**src/rtl/core/flvp_pkg.sv**
```systemverilog
// Shared types and constants for the FLV stream parser.
package flvp_pkg;

  typedef enum logic [1:0] {
    RK_HEADER  = 2'd0,
    RK_TAG     = 2'd1,
    RK_PAYLOAD = 2'd2,
    RK_ERROR   = 2'd3
  } result_kind_e;

  typedef enum logic [3:0] {
    ERR_NONE      = 4'd0,
    ERR_SIGNATURE = 4'd1,
    ERR_RESERVED  = 4'd2,
    ERR_OFFSET    = 4'd3,
    ERR_STREAM_ID = 4'd4,
    ERR_FRAME     = 4'd5,
    ERR_CODEC     = 4'd6,
    ERR_PKT_TYPE  = 4'd7,
    ERR_SIZE      = 4'd8
  } error_code_e;

  localparam logic [1:0] UNIT_HEADER = 2'd0;
  localparam logic [1:0] UNIT_AUDIO  = 2'd1;
  localparam logic [1:0] UNIT_VIDEO  = 2'd2;
  localparam logic [1:0] UNIT_NONE   = 2'd3;

  localparam logic [7:0]  SIG_F           = 8'h46;
  localparam logic [7:0]  SIG_L           = 8'h4C;
  localparam logic [7:0]  SIG_V           = 8'h56;
  localparam logic [7:0]  FLAGS_RSVD_MASK = 8'hFA;
  localparam logic [31:0] DATA_OFFSET     = 32'd9;

  localparam logic [3:0] FRAME_KEY   = 4'd1;
  localparam logic [3:0] FRAME_INTER = 4'd2;
  localparam logic [3:0] CODEC_H263  = 4'd2;
  localparam logic [3:0] CODEC_VP6   = 4'd4;
  localparam logic [3:0] CODEC_AVC   = 4'd7;
  localparam logic [3:0] SOUND_AAC   = 4'd10;
  localparam logic [7:0] PKT_TYPE_MAX = 8'd2;

  localparam logic [2:0] HDR_LEN_ONE  = 3'd1;
  localparam logic [2:0] HDR_LEN_TWO  = 3'd2;
  localparam logic [2:0] HDR_LEN_AVC  = 3'd5;

  typedef struct packed {
    result_kind_e result_kind;
    error_code_e  error_code;
    logic [7:0]   file_version;
    logic [1:0]   stream_flags;
    logic [23:0]  payload_length;
    logic [31:0]  time_stamp;
    logic [3:0]   codec_id;
    logic [3:0]   frame_kind;
    logic         is_config_header;
    logic [3:0]   audio_format;
    logic [7:0]   payload_byte;
    logic         last;
  } result_t;

endpackage

```
**src/rtl/core/flvp_if.sv**
```systemverilog
// Request and result channels of the FLV stream parser.
interface flvp_in_if;
  logic       valid;
  logic       ready;
  logic [7:0] data_byte;
  logic [1:0] unit_kind;
  logic       first;

  modport source (output valid, data_byte, unit_kind, first, input ready);
  modport sink   (input valid, data_byte, unit_kind, first, output ready);
endinterface

interface flvp_out_if;
  logic        valid;
  logic        ready;
  logic [1:0]  result_kind;
  logic [3:0]  error_code;
  logic [7:0]  file_version;
  logic [1:0]  stream_flags;
  logic [23:0] payload_length;
  logic [31:0] time_stamp;
  logic [3:0]  codec_id;
  logic [3:0]  frame_kind;
  logic        is_config_header;
  logic [3:0]  audio_format;
  logic [7:0]  payload_byte;
  logic        last;

  modport source (output valid, result_kind, error_code, file_version, stream_flags,
                  payload_length, time_stamp, codec_id, frame_kind, is_config_header,
                  audio_format, payload_byte, last, input ready);
  modport sink   (input valid, result_kind, error_code, file_version, stream_flags,
                  payload_length, time_stamp, codec_id, frame_kind, is_config_header,
                  audio_format, payload_byte, last, output ready);
endinterface

```
**src/rtl/core/flv_stream_parser.sv**
```systemverilog
// FLV stream parser top level: byte decode plus result register.
// A result is registered and appears in the cycle after the byte request that causes it.
// Throughput: one byte per cycle; input stalls only while a result waits on out_o.
// Per-byte work is one pass through the decode logic into the result register.
// Reset (rst_ni low, asynchronous) empties the result register and returns the
// parser to idle, waiting for a first-marked byte.
module flv_stream_parser
  import flvp_pkg::*;
(
  input logic        clk_i,
  input logic        rst_ni,
  flvp_in_if.sink    in_i,
  flvp_out_if.source out_o
);

  logic    fire;
  logic    res_valid;
  result_t res;
  logic    out_valid;
  result_t out_res;

  assign in_i.ready = !out_valid || out_o.ready;
  assign fire       = in_i.valid && in_i.ready;

  flvp_core u_core (
    .clk_i       (clk_i),
    .rst_ni      (rst_ni),
    .fire_i      (fire),
    .data_byte_i (in_i.data_byte),
    .unit_kind_i (in_i.unit_kind),
    .first_i     (in_i.first),
    .res_valid_o (res_valid),
    .res_o       (res)
  );

  flvp_out_stage u_out (
    .clk_i   (clk_i),
    .rst_ni  (rst_ni),
    .load_i  (fire && res_valid),
    .res_i   (res),
    .take_i  (out_o.ready),
    .valid_o (out_valid),
    .res_o   (out_res)
  );

  assign out_o.valid            = out_valid;
  assign out_o.result_kind      = out_res.result_kind;
  assign out_o.error_code       = out_res.error_code;
  assign out_o.file_version     = out_res.file_version;
  assign out_o.stream_flags     = out_res.stream_flags;
  assign out_o.payload_length   = out_res.payload_length;
  assign out_o.time_stamp       = out_res.time_stamp;
  assign out_o.codec_id         = out_res.codec_id;
  assign out_o.frame_kind       = out_res.frame_kind;
  assign out_o.is_config_header = out_res.is_config_header;
  assign out_o.audio_format     = out_res.audio_format;
  assign out_o.payload_byte     = out_res.payload_byte;
  assign out_o.last             = out_res.last;

endmodule

```
**src/rtl/core/flvp_core.sv**
```systemverilog
// Byte parser state and per-byte decode logic.
module flvp_core
  import flvp_pkg::*;
(
  input  logic       clk_i,
  input  logic       rst_ni,
  input  logic       fire_i,
  input  logic [7:0] data_byte_i,
  input  logic [1:0] unit_kind_i,
  input  logic       first_i,
  output logic       res_valid_o,
  output result_t    res_o
);

  typedef enum logic [3:0] {
    PH_IDLE, PH_SIG, PH_VER, PH_FLAGS, PH_OFF,
    PH_SIZE, PH_STAMP, PH_EXT, PH_SID,
    PH_VTC, PH_VADJ, PH_VPKT, PH_VCT,
    PH_AFMT, PH_AAAC, PH_PAY
  } phase_e;

  phase_e      phase_q, phase_d, phase_s;
  logic [2:0]  fi_q, fi_d, fi_s;
  logic [23:0] bl_q, bl_d, bl_s;
  logic [23:0] tag_q, tag_d, tag_s;
  logic [31:0] stamp_q, stamp_d, stamp_s;
  logic [31:0] off_q, off_d, off_s;
  logic [3:0]  codec_q, codec_d, codec_s;
  logic [3:0]  frame_q, frame_d, frame_s;
  logic        hdr_q, hdr_d, hdr_s;
  logic [3:0]  audio_q, audio_d, audio_s;
  logic [7:0]  ver_q, ver_d, ver_s;
  logic [1:0]  flags_q, flags_d, flags_s;
  logic [1:0]  unit_q, unit_d, unit_s;

  logic        err_req, info_req, head_req, pay_req;
  error_code_e err_code;
  logic [2:0]  consumed;
  logic [2:0]  need;
  logic [7:0]  want;

  // A first byte restarts from the cleared state.
  always_comb begin
    if (first_i) begin
      fi_s    = '0;
      bl_s    = '0;
      tag_s   = '0;
      stamp_s = '0;
      off_s   = '0;
      codec_s = '0;
      frame_s = '0;
      hdr_s   = 1'b0;
      audio_s = '0;
      ver_s   = '0;
      flags_s = '0;
      unit_s  = unit_kind_i;
      if (unit_kind_i == UNIT_HEADER) begin
        phase_s = PH_SIG;
      end else if (unit_kind_i == UNIT_NONE) begin
        phase_s = PH_IDLE;
      end else begin
        phase_s = PH_SIZE;
      end
    end else begin
      phase_s = phase_q;
      fi_s    = fi_q;
      bl_s    = bl_q;
      tag_s   = tag_q;
      stamp_s = stamp_q;
      off_s   = off_q;
      codec_s = codec_q;
      frame_s = frame_q;
      hdr_s   = hdr_q;
      audio_s = audio_q;
      ver_s   = ver_q;
      flags_s = flags_q;
      unit_s  = unit_q;
    end
  end

  always_comb begin
    phase_d  = phase_s;
    fi_d     = fi_s;
    bl_d     = bl_s;
    tag_d    = tag_s;
    stamp_d  = stamp_s;
    off_d    = off_s;
    codec_d  = codec_s;
    frame_d  = frame_s;
    hdr_d    = hdr_s;
    audio_d  = audio_s;
    ver_d    = ver_s;
    flags_d  = flags_s;
    unit_d   = unit_s;
    err_req  = 1'b0;
    info_req = 1'b0;
    head_req = 1'b0;
    pay_req  = 1'b0;
    err_code = ERR_NONE;
    consumed = HDR_LEN_ONE;
    need     = HDR_LEN_ONE;
    want     = SIG_V;
    res_o    = '0;

    unique case (phase_s)
      PH_IDLE: ;
      PH_SIG: begin
        if (fi_s == 3'd0) begin
          want = SIG_F;
        end else if (fi_s == 3'd1) begin
          want = SIG_L;
        end
        if (data_byte_i != want) begin
          err_req  = 1'b1;
          err_code = ERR_SIGNATURE;
        end else if (fi_s == 3'd2) begin
          fi_d    = '0;
          phase_d = PH_VER;
        end else begin
          fi_d = 3'(fi_s + 3'd1);
        end
      end
      PH_VER: begin
        ver_d   = data_byte_i;
        phase_d = PH_FLAGS;
      end
      PH_FLAGS: begin
        if ((data_byte_i & FLAGS_RSVD_MASK) != 8'd0) begin
          err_req  = 1'b1;
          err_code = ERR_RESERVED;
        end else begin
          flags_d = {data_byte_i[2], data_byte_i[0]};
          off_d   = '0;
          fi_d    = '0;
          phase_d = PH_OFF;
        end
      end
      PH_OFF: begin
        off_d = {off_s[23:0], data_byte_i};
        fi_d  = 3'(fi_s + 3'd1);
        if (fi_s == 3'd3) begin
          if (off_d != DATA_OFFSET) begin
            err_req  = 1'b1;
            err_code = ERR_OFFSET;
          end else begin
            head_req = 1'b1;
            phase_d  = PH_IDLE;
          end
        end
      end
      PH_SIZE: begin
        tag_d = {tag_s[15:0], data_byte_i};
        if (fi_s == 3'd2) begin
          fi_d    = '0;
          phase_d = PH_STAMP;
        end else begin
          fi_d = 3'(fi_s + 3'd1);
        end
      end
      PH_STAMP: begin
        stamp_d = {8'd0, stamp_s[15:0], data_byte_i};
        if (fi_s == 3'd2) begin
          fi_d    = '0;
          phase_d = PH_EXT;
        end else begin
          fi_d = 3'(fi_s + 3'd1);
        end
      end
      PH_EXT: begin
        stamp_d = {data_byte_i, stamp_s[23:0]};
        off_d   = '0;
        phase_d = PH_SID;
      end
      PH_SID: begin
        off_d = off_s | {24'd0, data_byte_i};
        if (fi_s == 3'd2) begin
          fi_d = '0;
          if (off_d != 32'd0) begin
            err_req  = 1'b1;
            err_code = ERR_STREAM_ID;
          end else if (tag_s == 24'd0) begin
            err_req  = 1'b1;
            err_code = ERR_SIZE;
          end else begin
            phase_d = (unit_s == UNIT_VIDEO) ? PH_VTC : PH_AFMT;
          end
        end else begin
          fi_d = 3'(fi_s + 3'd1);
        end
      end
      PH_VTC: begin
        frame_d = data_byte_i[7:4];
        codec_d = data_byte_i[3:0];
        if (codec_d == CODEC_VP6) begin
          need = HDR_LEN_TWO;
        end else if (codec_d == CODEC_AVC) begin
          need = HDR_LEN_AVC;
        end
        if (frame_d != FRAME_KEY && frame_d != FRAME_INTER) begin
          err_req  = 1'b1;
          err_code = ERR_FRAME;
        end else if (codec_d != CODEC_H263 && codec_d != CODEC_VP6 &&
                     codec_d != CODEC_AVC) begin
          err_req  = 1'b1;
          err_code = ERR_CODEC;
        end else if (tag_s < {21'd0, need}) begin
          err_req  = 1'b1;
          err_code = ERR_SIZE;
        end else if (codec_d == CODEC_H263) begin
          info_req = 1'b1;
          consumed = HDR_LEN_ONE;
        end else begin
          phase_d = (codec_d == CODEC_VP6) ? PH_VADJ : PH_VPKT;
        end
      end
      PH_VADJ: begin
        info_req = 1'b1;
        consumed = HDR_LEN_TWO;
      end
      PH_VPKT: begin
        if (data_byte_i > PKT_TYPE_MAX) begin
          err_req  = 1'b1;
          err_code = ERR_PKT_TYPE;
        end else begin
          hdr_d   = (data_byte_i == 8'd0);
          fi_d    = '0;
          phase_d = PH_VCT;
        end
      end
      PH_VCT: begin
        if (fi_s == 3'd2) begin
          fi_d     = '0;
          info_req = 1'b1;
          consumed = HDR_LEN_AVC;
        end else begin
          fi_d = 3'(fi_s + 3'd1);
        end
      end
      PH_AFMT: begin
        codec_d = data_byte_i[7:4];
        audio_d = data_byte_i[3:0];
        if (codec_d == SOUND_AAC) begin
          if (tag_s < 24'd2) begin
            err_req  = 1'b1;
            err_code = ERR_SIZE;
          end else begin
            phase_d = PH_AAAC;
          end
        end else begin
          info_req = 1'b1;
          consumed = HDR_LEN_ONE;
        end
      end
      PH_AAAC: begin
        hdr_d    = (data_byte_i == 8'd0);
        info_req = 1'b1;
        consumed = HDR_LEN_TWO;
      end
      PH_PAY: begin
        bl_d    = 24'(bl_s - 24'd1);
        pay_req = 1'b1;
        if (bl_d == 24'd0) begin
          phase_d = PH_IDLE;
        end
      end
    endcase

    if (err_req) begin
      phase_d           = PH_IDLE;
      res_o.result_kind = RK_ERROR;
      res_o.error_code  = err_code;
      res_o.last        = 1'b1;
    end else if (head_req) begin
      res_o.result_kind  = RK_HEADER;
      res_o.file_version = ver_s;
      res_o.stream_flags = flags_s;
      res_o.last         = 1'b1;
    end else if (info_req) begin
      bl_d                   = 24'(tag_s - {21'd0, consumed});
      phase_d                = (bl_d == 24'd0) ? PH_IDLE : PH_PAY;
      res_o.result_kind      = RK_TAG;
      res_o.payload_length   = bl_d;
      res_o.time_stamp       = stamp_d;
      res_o.codec_id         = codec_d;
      res_o.frame_kind       = (unit_s == UNIT_VIDEO) ? frame_d : 4'd0;
      res_o.is_config_header = hdr_d;
      res_o.audio_format     = (unit_s == UNIT_AUDIO) ? audio_d : 4'd0;
      res_o.last             = (bl_d == 24'd0);
    end else if (pay_req) begin
      res_o.result_kind  = RK_PAYLOAD;
      res_o.payload_byte = data_byte_i;
      res_o.last         = (bl_d == 24'd0);
    end
  end

  assign res_valid_o = err_req | head_req | info_req | pay_req;

  always_ff @(posedge clk_i or negedge rst_ni) begin
    if (!rst_ni) begin
      phase_q <= PH_IDLE;
      fi_q    <= '0;
      bl_q    <= '0;
      tag_q   <= '0;
      stamp_q <= '0;
      off_q   <= '0;
      codec_q <= '0;
      frame_q <= '0;
      hdr_q   <= 1'b0;
      audio_q <= '0;
      ver_q   <= '0;
      flags_q <= '0;
      unit_q  <= '0;
    end else if (fire_i) begin
      phase_q <= phase_d;
      fi_q    <= fi_d;
      bl_q    <= bl_d;
      tag_q   <= tag_d;
      stamp_q <= stamp_d;
      off_q   <= off_d;
      codec_q <= codec_d;
      frame_q <= frame_d;
      hdr_q   <= hdr_d;
      audio_q <= audio_d;
      ver_q   <= ver_d;
      flags_q <= flags_d;
      unit_q  <= unit_d;
    end
  end

endmodule

```
**src/rtl/core/flvp_out_stage.sv**
```systemverilog
// Result register between the decode logic and the output channel.
module flvp_out_stage
  import flvp_pkg::*;
(
  input  logic    clk_i,
  input  logic    rst_ni,
  input  logic    load_i,
  input  result_t res_i,
  input  logic    take_i,
  output logic    valid_o,
  output result_t res_o
);

  logic    valid_q;
  result_t res_q;

  always_ff @(posedge clk_i or negedge rst_ni) begin
    if (!rst_ni) begin
      valid_q <= 1'b0;
    end else if (load_i) begin
      valid_q <= 1'b1;
    end else if (take_i) begin
      valid_q <= 1'b0;
    end
  end

  always_ff @(posedge clk_i) begin
    if (load_i) begin
      res_q <= res_i;
    end
  end

  assign valid_o = valid_q;
  assign res_o   = res_q;

endmodule

```
**src/flat_wrapper.sv**
```systemverilog
// flat-port wrapper written by rule: the top's interface ports become plain ports
module flv_stream_parser_flat import flvp_pkg::*;
  (clk_i, rst_ni, in_i_valid, in_i_data_byte, in_i_unit_kind, in_i_first, in_i_ready, out_o_valid, out_o_result_kind, out_o_error_code, out_o_file_version, out_o_stream_flags, out_o_payload_length, out_o_time_stamp, out_o_codec_id, out_o_frame_kind, out_o_is_config_header, out_o_audio_format, out_o_payload_byte, out_o_last, out_o_ready);
  flvp_in_if in_i_i ();
  flvp_out_if out_o_i ();
  input logic clk_i;
  input logic rst_ni;
  input wire logic [$bits(in_i_i.valid)-1:0] in_i_valid;
  input wire logic [$bits(in_i_i.data_byte)-1:0] in_i_data_byte;
  input wire logic [$bits(in_i_i.unit_kind)-1:0] in_i_unit_kind;
  input wire logic [$bits(in_i_i.first)-1:0] in_i_first;
  output wire logic [$bits(in_i_i.ready)-1:0] in_i_ready;
  output wire logic [$bits(out_o_i.valid)-1:0] out_o_valid;
  output wire logic [$bits(out_o_i.result_kind)-1:0] out_o_result_kind;
  output wire logic [$bits(out_o_i.error_code)-1:0] out_o_error_code;
  output wire logic [$bits(out_o_i.file_version)-1:0] out_o_file_version;
  output wire logic [$bits(out_o_i.stream_flags)-1:0] out_o_stream_flags;
  output wire logic [$bits(out_o_i.payload_length)-1:0] out_o_payload_length;
  output wire logic [$bits(out_o_i.time_stamp)-1:0] out_o_time_stamp;
  output wire logic [$bits(out_o_i.codec_id)-1:0] out_o_codec_id;
  output wire logic [$bits(out_o_i.frame_kind)-1:0] out_o_frame_kind;
  output wire logic [$bits(out_o_i.is_config_header)-1:0] out_o_is_config_header;
  output wire logic [$bits(out_o_i.audio_format)-1:0] out_o_audio_format;
  output wire logic [$bits(out_o_i.payload_byte)-1:0] out_o_payload_byte;
  output wire logic [$bits(out_o_i.last)-1:0] out_o_last;
  input wire logic [$bits(out_o_i.ready)-1:0] out_o_ready;
  assign in_i_i.valid = in_i_valid;
  assign in_i_i.data_byte = in_i_data_byte;
  assign in_i_i.unit_kind = in_i_unit_kind;
  assign in_i_i.first = in_i_first;
  assign in_i_ready = in_i_i.ready;
  assign out_o_valid = out_o_i.valid;
  assign out_o_result_kind = out_o_i.result_kind;
  assign out_o_error_code = out_o_i.error_code;
  assign out_o_file_version = out_o_i.file_version;
  assign out_o_stream_flags = out_o_i.stream_flags;
  assign out_o_payload_length = out_o_i.payload_length;
  assign out_o_time_stamp = out_o_i.time_stamp;
  assign out_o_codec_id = out_o_i.codec_id;
  assign out_o_frame_kind = out_o_i.frame_kind;
  assign out_o_is_config_header = out_o_i.is_config_header;
  assign out_o_audio_format = out_o_i.audio_format;
  assign out_o_payload_byte = out_o_i.payload_byte;
  assign out_o_last = out_o_i.last;
  assign out_o_i.ready = out_o_ready;
  flv_stream_parser u_core (.clk_i(clk_i), .rst_ni(rst_ni), .in_i(in_i_i), .out_o(out_o_i));
endmodule
```
**config.mk**
```make
export PLATFORM = sky130hd
export DESIGN_NAME = flv_stream_parser_flat
export DESIGN_NICKNAME = d
export VERILOG_FILES = /design/src/rtl/core/flvp_pkg.sv /design/src/rtl/core/flvp_if.sv /design/src/rtl/core/flv_stream_parser.sv /design/src/rtl/core/flvp_core.sv /design/src/rtl/core/flvp_out_stage.sv /design/src/flat_wrapper.sv
export SDC_FILE = /design/constraint.sdc
export NUM_CORES = 1
export LEC_CHECK = 0
export BUFFER_PORTS_ARGS = -buffer_cell sky130_fd_sc_hd__buf_2
export CORE_MARGIN = 2
export CORE_UTILIZATION = 40
export DETAILED_ROUTE_END_ITERATION = 12
export HOLD_SLACK_MARGIN = 0.1
export PLACE_DENSITY_LB_ADDON = 0.08
export SETUP_SLACK_MARGIN = 0.1
export SYNTH_ARGS = -nofsm -noshare
export SYNTH_HDL_FRONTEND = slang
export SYNTH_SLANG_ARGS = --single-unit
```
**constraint.sdc**
```tcl
create_clock -name clk_i -period 14.95 [get_ports clk_i]
set_input_delay 2.99 -clock clk_i [delete_from_list [all_inputs] [get_ports clk_i]]
set_output_delay 2.99 -clock clk_i [all_outputs]
set_load 0.01 [all_outputs]
```
Word level (Yosys, flattened, before mapping)
Cells that the tools add are included.
{"block": "totals", "latchBits": 0, "elab_cells": 213, "ramBits": 0, "regBits": 239, "n_memories": 0, "mem_bits_ro": 0}
{"block": "classes", "mul": 0, "div": 0, "order_cmp": 3, "n_eq_ne": 32, "shift": 0, "n_bitwise": 9, "muxes": 115, "n_reduce_logical": 25, "add_sub_neg": 3}
{"operator": "24-bit 2-to-1 mux", "n": 7}
{"operator": "4-bit 2-to-1 mux", "n": 37}
{"operator": "32-bit one-hot mux with 4 select lines", "n": 1}
{"operator": "24-bit logical NOT", "n": 4}
{"operator": "32-bit 2-to-1 mux", "n": 3}
{"operator": "32-bit one-hot mux with 2 select lines", "n": 1}
{"operator": "4-bit one-hot mux with 12 select lines", "n": 1}
{"operator": "4-bit equality test (second input constant)", "n": 9}
{"operator": "3-bit 2-to-1 mux", "n": 12}
{"operator": "32-bit by 4-bit inequality test with 1-bit output (second input constant)", "n": 1}
{"operator": "32-bit by 8-bit OR with 32-bit output", "n": 1}
{"operator": "32-bit nonzero test", "n": 1}
{"operator": "1-bit 2-to-1 mux", "n": 31}
{"operator": "4-bit one-hot mux with 7 select lines", "n": 1}
{"operator": "4-bit by 3-bit equality test with 1-bit output (second input constant)", "n": 6}
{"operator": "24-bit by 2-bit < comparator with 1-bit output (second input constant)", "n": 1}
{"operator": "24-bit by 3-bit < comparator with 1-bit output", "n": 1}
{"operator": "8-bit 2-to-1 mux", "n": 3}
{"operator": "24-bit by 1-bit subtractor with 24-bit output (second input constant)", "n": 1}
{"operator": "24-bit by 3-bit subtractor with 24-bit output", "n": 1}
{"operator": "2-bit 2-to-1 mux", "n": 10}
{"operator": "4-bit OR reduction", "n": 4}
{"operator": "3-bit one-hot mux with 5 select lines", "n": 1}
{"operator": "4-bit by 2-bit equality test with 1-bit output (second input constant)", "n": 3}
{"operator": "29 further kinds", "n": 46}

Depth between registers and ports, before layout
{"block": "logic_depth", "word_depth": 16, "mapped_depth": 22}

Hierarchy
From an unflattened synthesis, not the netlist that was laid out.
{"block": "unflattened", "hier_cells": 1353, "area_unflattened_um2": 13015.0}
{"mod": "flvp_core", "area_each_um2": 10129.7, "cells_per_inst": 1253, "instances": 1, "seq_area_each_um2": 3603.5}
{"mod": "flvp_out_stage", "area_each_um2": 2859.0, "cells_per_inst": 97, "instances": 1, "seq_area_each_um2": 2847.7}
{"mod": "flv_stream_parser", "area_each_um2": 26.3, "cells_per_inst": 3, "instances": 1, "seq_area_each_um2": 0.0}

Worst setup path after synthesis
Ideal clock, no wire load.
{"block": "synth_path", "kind": "input -> register", "start": "in in_i_first", "end": "reg u_core.u_out.res_q (netlist bit u_core.u_out.res_o[0]) (enable)", "t_required_ps": 14350, "t_arrival_ps": 10756, "stages": 17, "n_path_buf": 8, "setup_slack_ps": 3594, "cell_sequence": "buf_2 buf_2 buf_2 clkbuf_1 clkbuf_1 buf_1 nor2b_1 inv_1 ha_1 nor2b_1 nor2_1 a2111oi_0 a31oi_1 o21a_1 buf_2 buf_4 a41oi_1"}
{"block": "synth_via", "elab_chain_cells": 12, "word_cells_on_any_way": 55, "classes_between": "order compare: 2; eq/ne: 16; mux: 28; bitwise: 4; reduce/logical: 5"}
{"element": "start: declaration", "line": "flat_wrapper.sv:11", "source": "input wire logic [$bits(in_i_i.first)-1:0] in_i_first;"}
{"element": "branches (longest 10 deep; another with 24-bit by 3-bit < comparator with 1-bit output)"}
{"element": "1-bit OR (*)", "line": "flvp_core.sv:296", "source": "assign res_valid_o = err_req | head_req | info_req | pay_req;"}
{"element": "1-bit logical AND (*)", "line": "flv_stream_parser.sv:39", "source": ".load_i (fire && res_valid),"}
{"element": "named net u_core.u_out.load_i", "line": "flvp_out_stage.sv:7", "source": "input logic load_i,"}
{"element": "end signal: assignment", "line": "flvp_out_stage.sv:29", "source": "res_q <= res_i;"}
{"element": "end: declaration", "line": "flvp_out_stage.sv:15", "source": "result_t res_q;"}
Mark *: on every way through the listed nets, which the timed path passes. The select of a mux whose other input is x is not followed.
A chain may end at the register's enable or synchronous reset.

Worst setup path after layout
{"block": "layout_path", "start": "in in_i_first", "end": "reg u_core.u_core.phase_q[1]"}
{"block": "layout_via", "elab_chain_cells": 11, "word_cells_on_any_way": 84, "classes_between": "add/sub: 2; order compare: 2; eq/ne: 20; mux: 53; bitwise: 1; reduce/logical: 6"}
{"element": "branches (longest 10 deep; another with 24-bit by 3-bit subtractor with 24-bit output)"}
{"element": "4-bit 2-to-1 mux (*)", "line": "flvp_core.sv:268", "source": "if (err_req) begin"}
{"element": "end signal: assignment", "line": "flvp_core.sv:314", "source": "phase_q <= phase_d;"}
{"element": "end: declaration", "line": "flvp_core.sv:22", "source": "phase_e phase_q, phase_d, phase_s;"}
Mark *: on every way between the ends. The select of a mux whose other input is x is not followed.

==> metrics <==
status=finished, final reports clean; core area=32,450 µm²; PortBufs=110; clk slew on worst S/H paths=0.06 ns; net count after synthesis=1,402; synth-to-layout area growth=12.69%; Site Rows=66; Synth Area in Simple Gates=0.2101; crit path kind=in2reg; Pre-Repair DR Iteration Count=5; Die Wd=185.2 µm; initial antenna violation count=0; combinational family with the most area after synthesis=compound AO/OA/AOI/OAI gates; global placement routability congestion=0.9295; most frequent cell after synthesis=nand2_1; reg2reg path depth=11; maximum capacitance violations=0; dpl hpwl=26.14 mm; Tot GR Track Use=0.2324; post-synthesis adder-cell area fraction=0.01295; die area=34,300 µm²; share of the synthesized area in the top cell type=0.2762; largest cells by area after synthesis=dfrtp_1 (28%), edfxtp_1 (21%), nand2_1 (4.9%); Post-synth EDFFs=94; Peak VDD IR=0.1240 mV; Final ANT Viol Nets=0; total CTS buffers=28; first-pass GRT wire length=62.41 mm; xor/xnor share of the synthesized area=0.008668; CTS resizes=0; sequential area share after synthesis=0.4911; CTS tree=done; Period minus WS final=7.870 ns; post-synth top area cell=dfrtp_1; hold_buf cts=0; asr flop ratio synth=0.6067; post-synthesis cell area=13,140 µm²; average routed wire per standard cell=21.24 µm; Post-CTS Setup Repair Bufs=0; min-delay worst type=reg2reg; Synth Area in Compound Gates=0.2284; Slew Limit Fails=0; CP Data Arrival Time=8.31 ns; Die H=185.2 µm; fin nets=1,445; Worst Path Required=15.39 ns; synthesized area per cell=9.560 µm²; hold depth=1; Fin Clk Skew=0.01096 ns; final instance area=14,800 µm²; top_reg_cell synth=dfrtp_1; DRT iter0 DRCs=1,028; placement-stage cell area=13,920 µm²; worst-margin pin slew=1.079 ns; Synth warnings=0; CTS sink cnt=239; Synth Instances=1,374; Initial Util=0.4047; fin crit share=0.5264; root buf cell=clkbuf_16; final WL=39.95 mm; I/O pins=111; number of global-route vias before repair=10,460; Final Setup Violations=0; Max clock buf depth=3; # DRC=0; mux share of post-synthesis cell area=0.005525; setup TNS=0 ns; CP startpoint kind=primary input; Via-to-Cell Ratio=5.877; diode count=0; crit end category=register; H-tree levels=1; P_leak=5.800 nW; DR vias=11,050; Fill cells=3,145; Max Freq=0.1271 GHz; largest net degree at the start of global routing=93; synth unique cells=94; Rel. slew slack=0.2808; Final Hold Vio Count=0; flops & latches, synth=239; CP Max Fanout=92; layout cells sized above 1=0.1445; top cells by count, synth=nand2_1 (173), dfrtp_1 (145), o21ai_0 (107); clock latency on the worst-skew pair=0.56 ns; RSZ-0062 raised after global routing=no; PD cells=162.4 nW/µm²; gr ovfl total=0
state kept, by name (all words and copies together), names as in the netlist:
name                   flops
u_core.u_core.ver_q        8
u_core.u_core.codec_q      4
u_core.u_core.phase_q      4
u_core.u_core.hdr_q        1
u_core.u_core.flags_q      2
u_core.u_core.frame_q      4
u_core.u_core.stamp_q     32
u_core.u_core.unit_q       2
u_core.u_out.res_o        94
u_core.u_core.bl_q        24
u_core.u_core.off_q       32
u_core.u_core.audio_q      4
u_core.u_core.tag_q       24
u_core.u_core.fi_q         3
u_core.u_out.valid_o       1
power by group:
group / internal (mW) / switching [mW] / total, mW
clock network: 0.372 / 0.275 / 0.647
registers: 0.810 / 0.149 / 0.958
logic: 0.285 / 0.515 / 0.799
cell type report:
cell class	instances	area, µm²	share of cell area
timing repair buffer	124	664.4	0.04489
multi-input combinational	1000	6158	0.4161
clock buffer	40	797.0	0.05385
sequential	239	6451	0.4358
inverter	24	90.09	0.006086
tap	442	553.0	0.03736
clock inverter	12	87.58	0.005917
cell families after synthesis:
family                     count (synthesis)
AOI/OAI and AO/OA                        444
xor gates and xnor gates                  13
adders and majority gates                 13
buffers and inverters                    135
DFF                                      239
muxes                                      7
and+or+nand+nor                          523
layout by cell type, fill, tap and decap left out, types with 9 or more instances in the layout:
cell / n
nand2_1: 172
dfrtp_1: 145
buf_2: 108
o21ai_0: 107
nor2_1: 96
edfxtp_1: 94
a21oi_1: 88
a22o_1: 54
a22oi_1: 50
nor4_1: 32
nand3_1: 31
clkbuf_16: 29
nor3_1: 24
inv_1: 23
nor2b_1: 21
and2_1: 21
a21boi_0: 17
or3_1: 16
and3_1: 16
buf_4: 15
nand2b_1: 14
nand4_1: 12
ha_1: 12
a211oi_1: 10
o211ai_1: 10
o22ai_1: 10
o31ai_1: 9
path summary, 6_finish.rpt:
check	from	endpoint	slack, ns
setup reg to reg	u_core.u_core.phase_q[0]	u_core.u_core.phase_q[1]	10.04
min in group asynchronous	rst_ni	u_core.u_core.tag_q[11]	2.45
hold / removal	u_core.u_core.fi_q[0]	u_core.u_core.fi_q[0]	0.47
hold reg to reg	u_core.u_core.fi_q[0]	u_core.u_core.fi_q[0]	0.47
max in group asynchronous	rst_ni	u_core.u_core.frame_q[3]	11.10
setup / recovery	in_i_first	u_core.u_core.phase_q[1]	7.08
through the flow:
step | std cells | total power [mW] | hold slack, ns | utilization | setup slack, ns
6_report | 1881 | 2.404 | 0.4658 | 0.4561 | 7.080
5_1_grt | 1881 | 2.552 | 0.4896 | 0.4561 | 6.716
4_1_cts | 1881 | 2.416 | 0.4712 | 0.4561 | 7.154
3_5_place_dp | 1829 | 1.758 | 0.4631 | 0.4288 | 6.573
3_3_place_gp | 1829 | 1.768 | 0.4623 | 0.4288 | 6.656
2_1_floorplan | 1374 | 1.513 | 0.4330 | - | 3.594
worst max-delay path, cell delays in order:
cell and delay, ns:
buf_4 0.69, buf_4 0.64, nor2b_1 0.17, inv_1 0.12, ha_1 0.20, nor2b_1 0.25
nand3_1 0.14, ha_1 0.46, a21oi_1 0.30, nand3_1 0.47, or4b_1 0.65, a311oi_1 0.27
nand4_1 0.15, nor4_2 0.37, nor3b_2 0.13, a32o_1 0.26
per-layer routing:
metal,wire length (µm),up-vias,global-route usage
li1,-,5239,-
met1,19730,5426,0.3581
met2,17320,332,0.3437
met3,2068,57,0.02910
met4,820,0,0.05746
met5,0,-,0
Note: power is estimated with default switching activity, not from simulation.
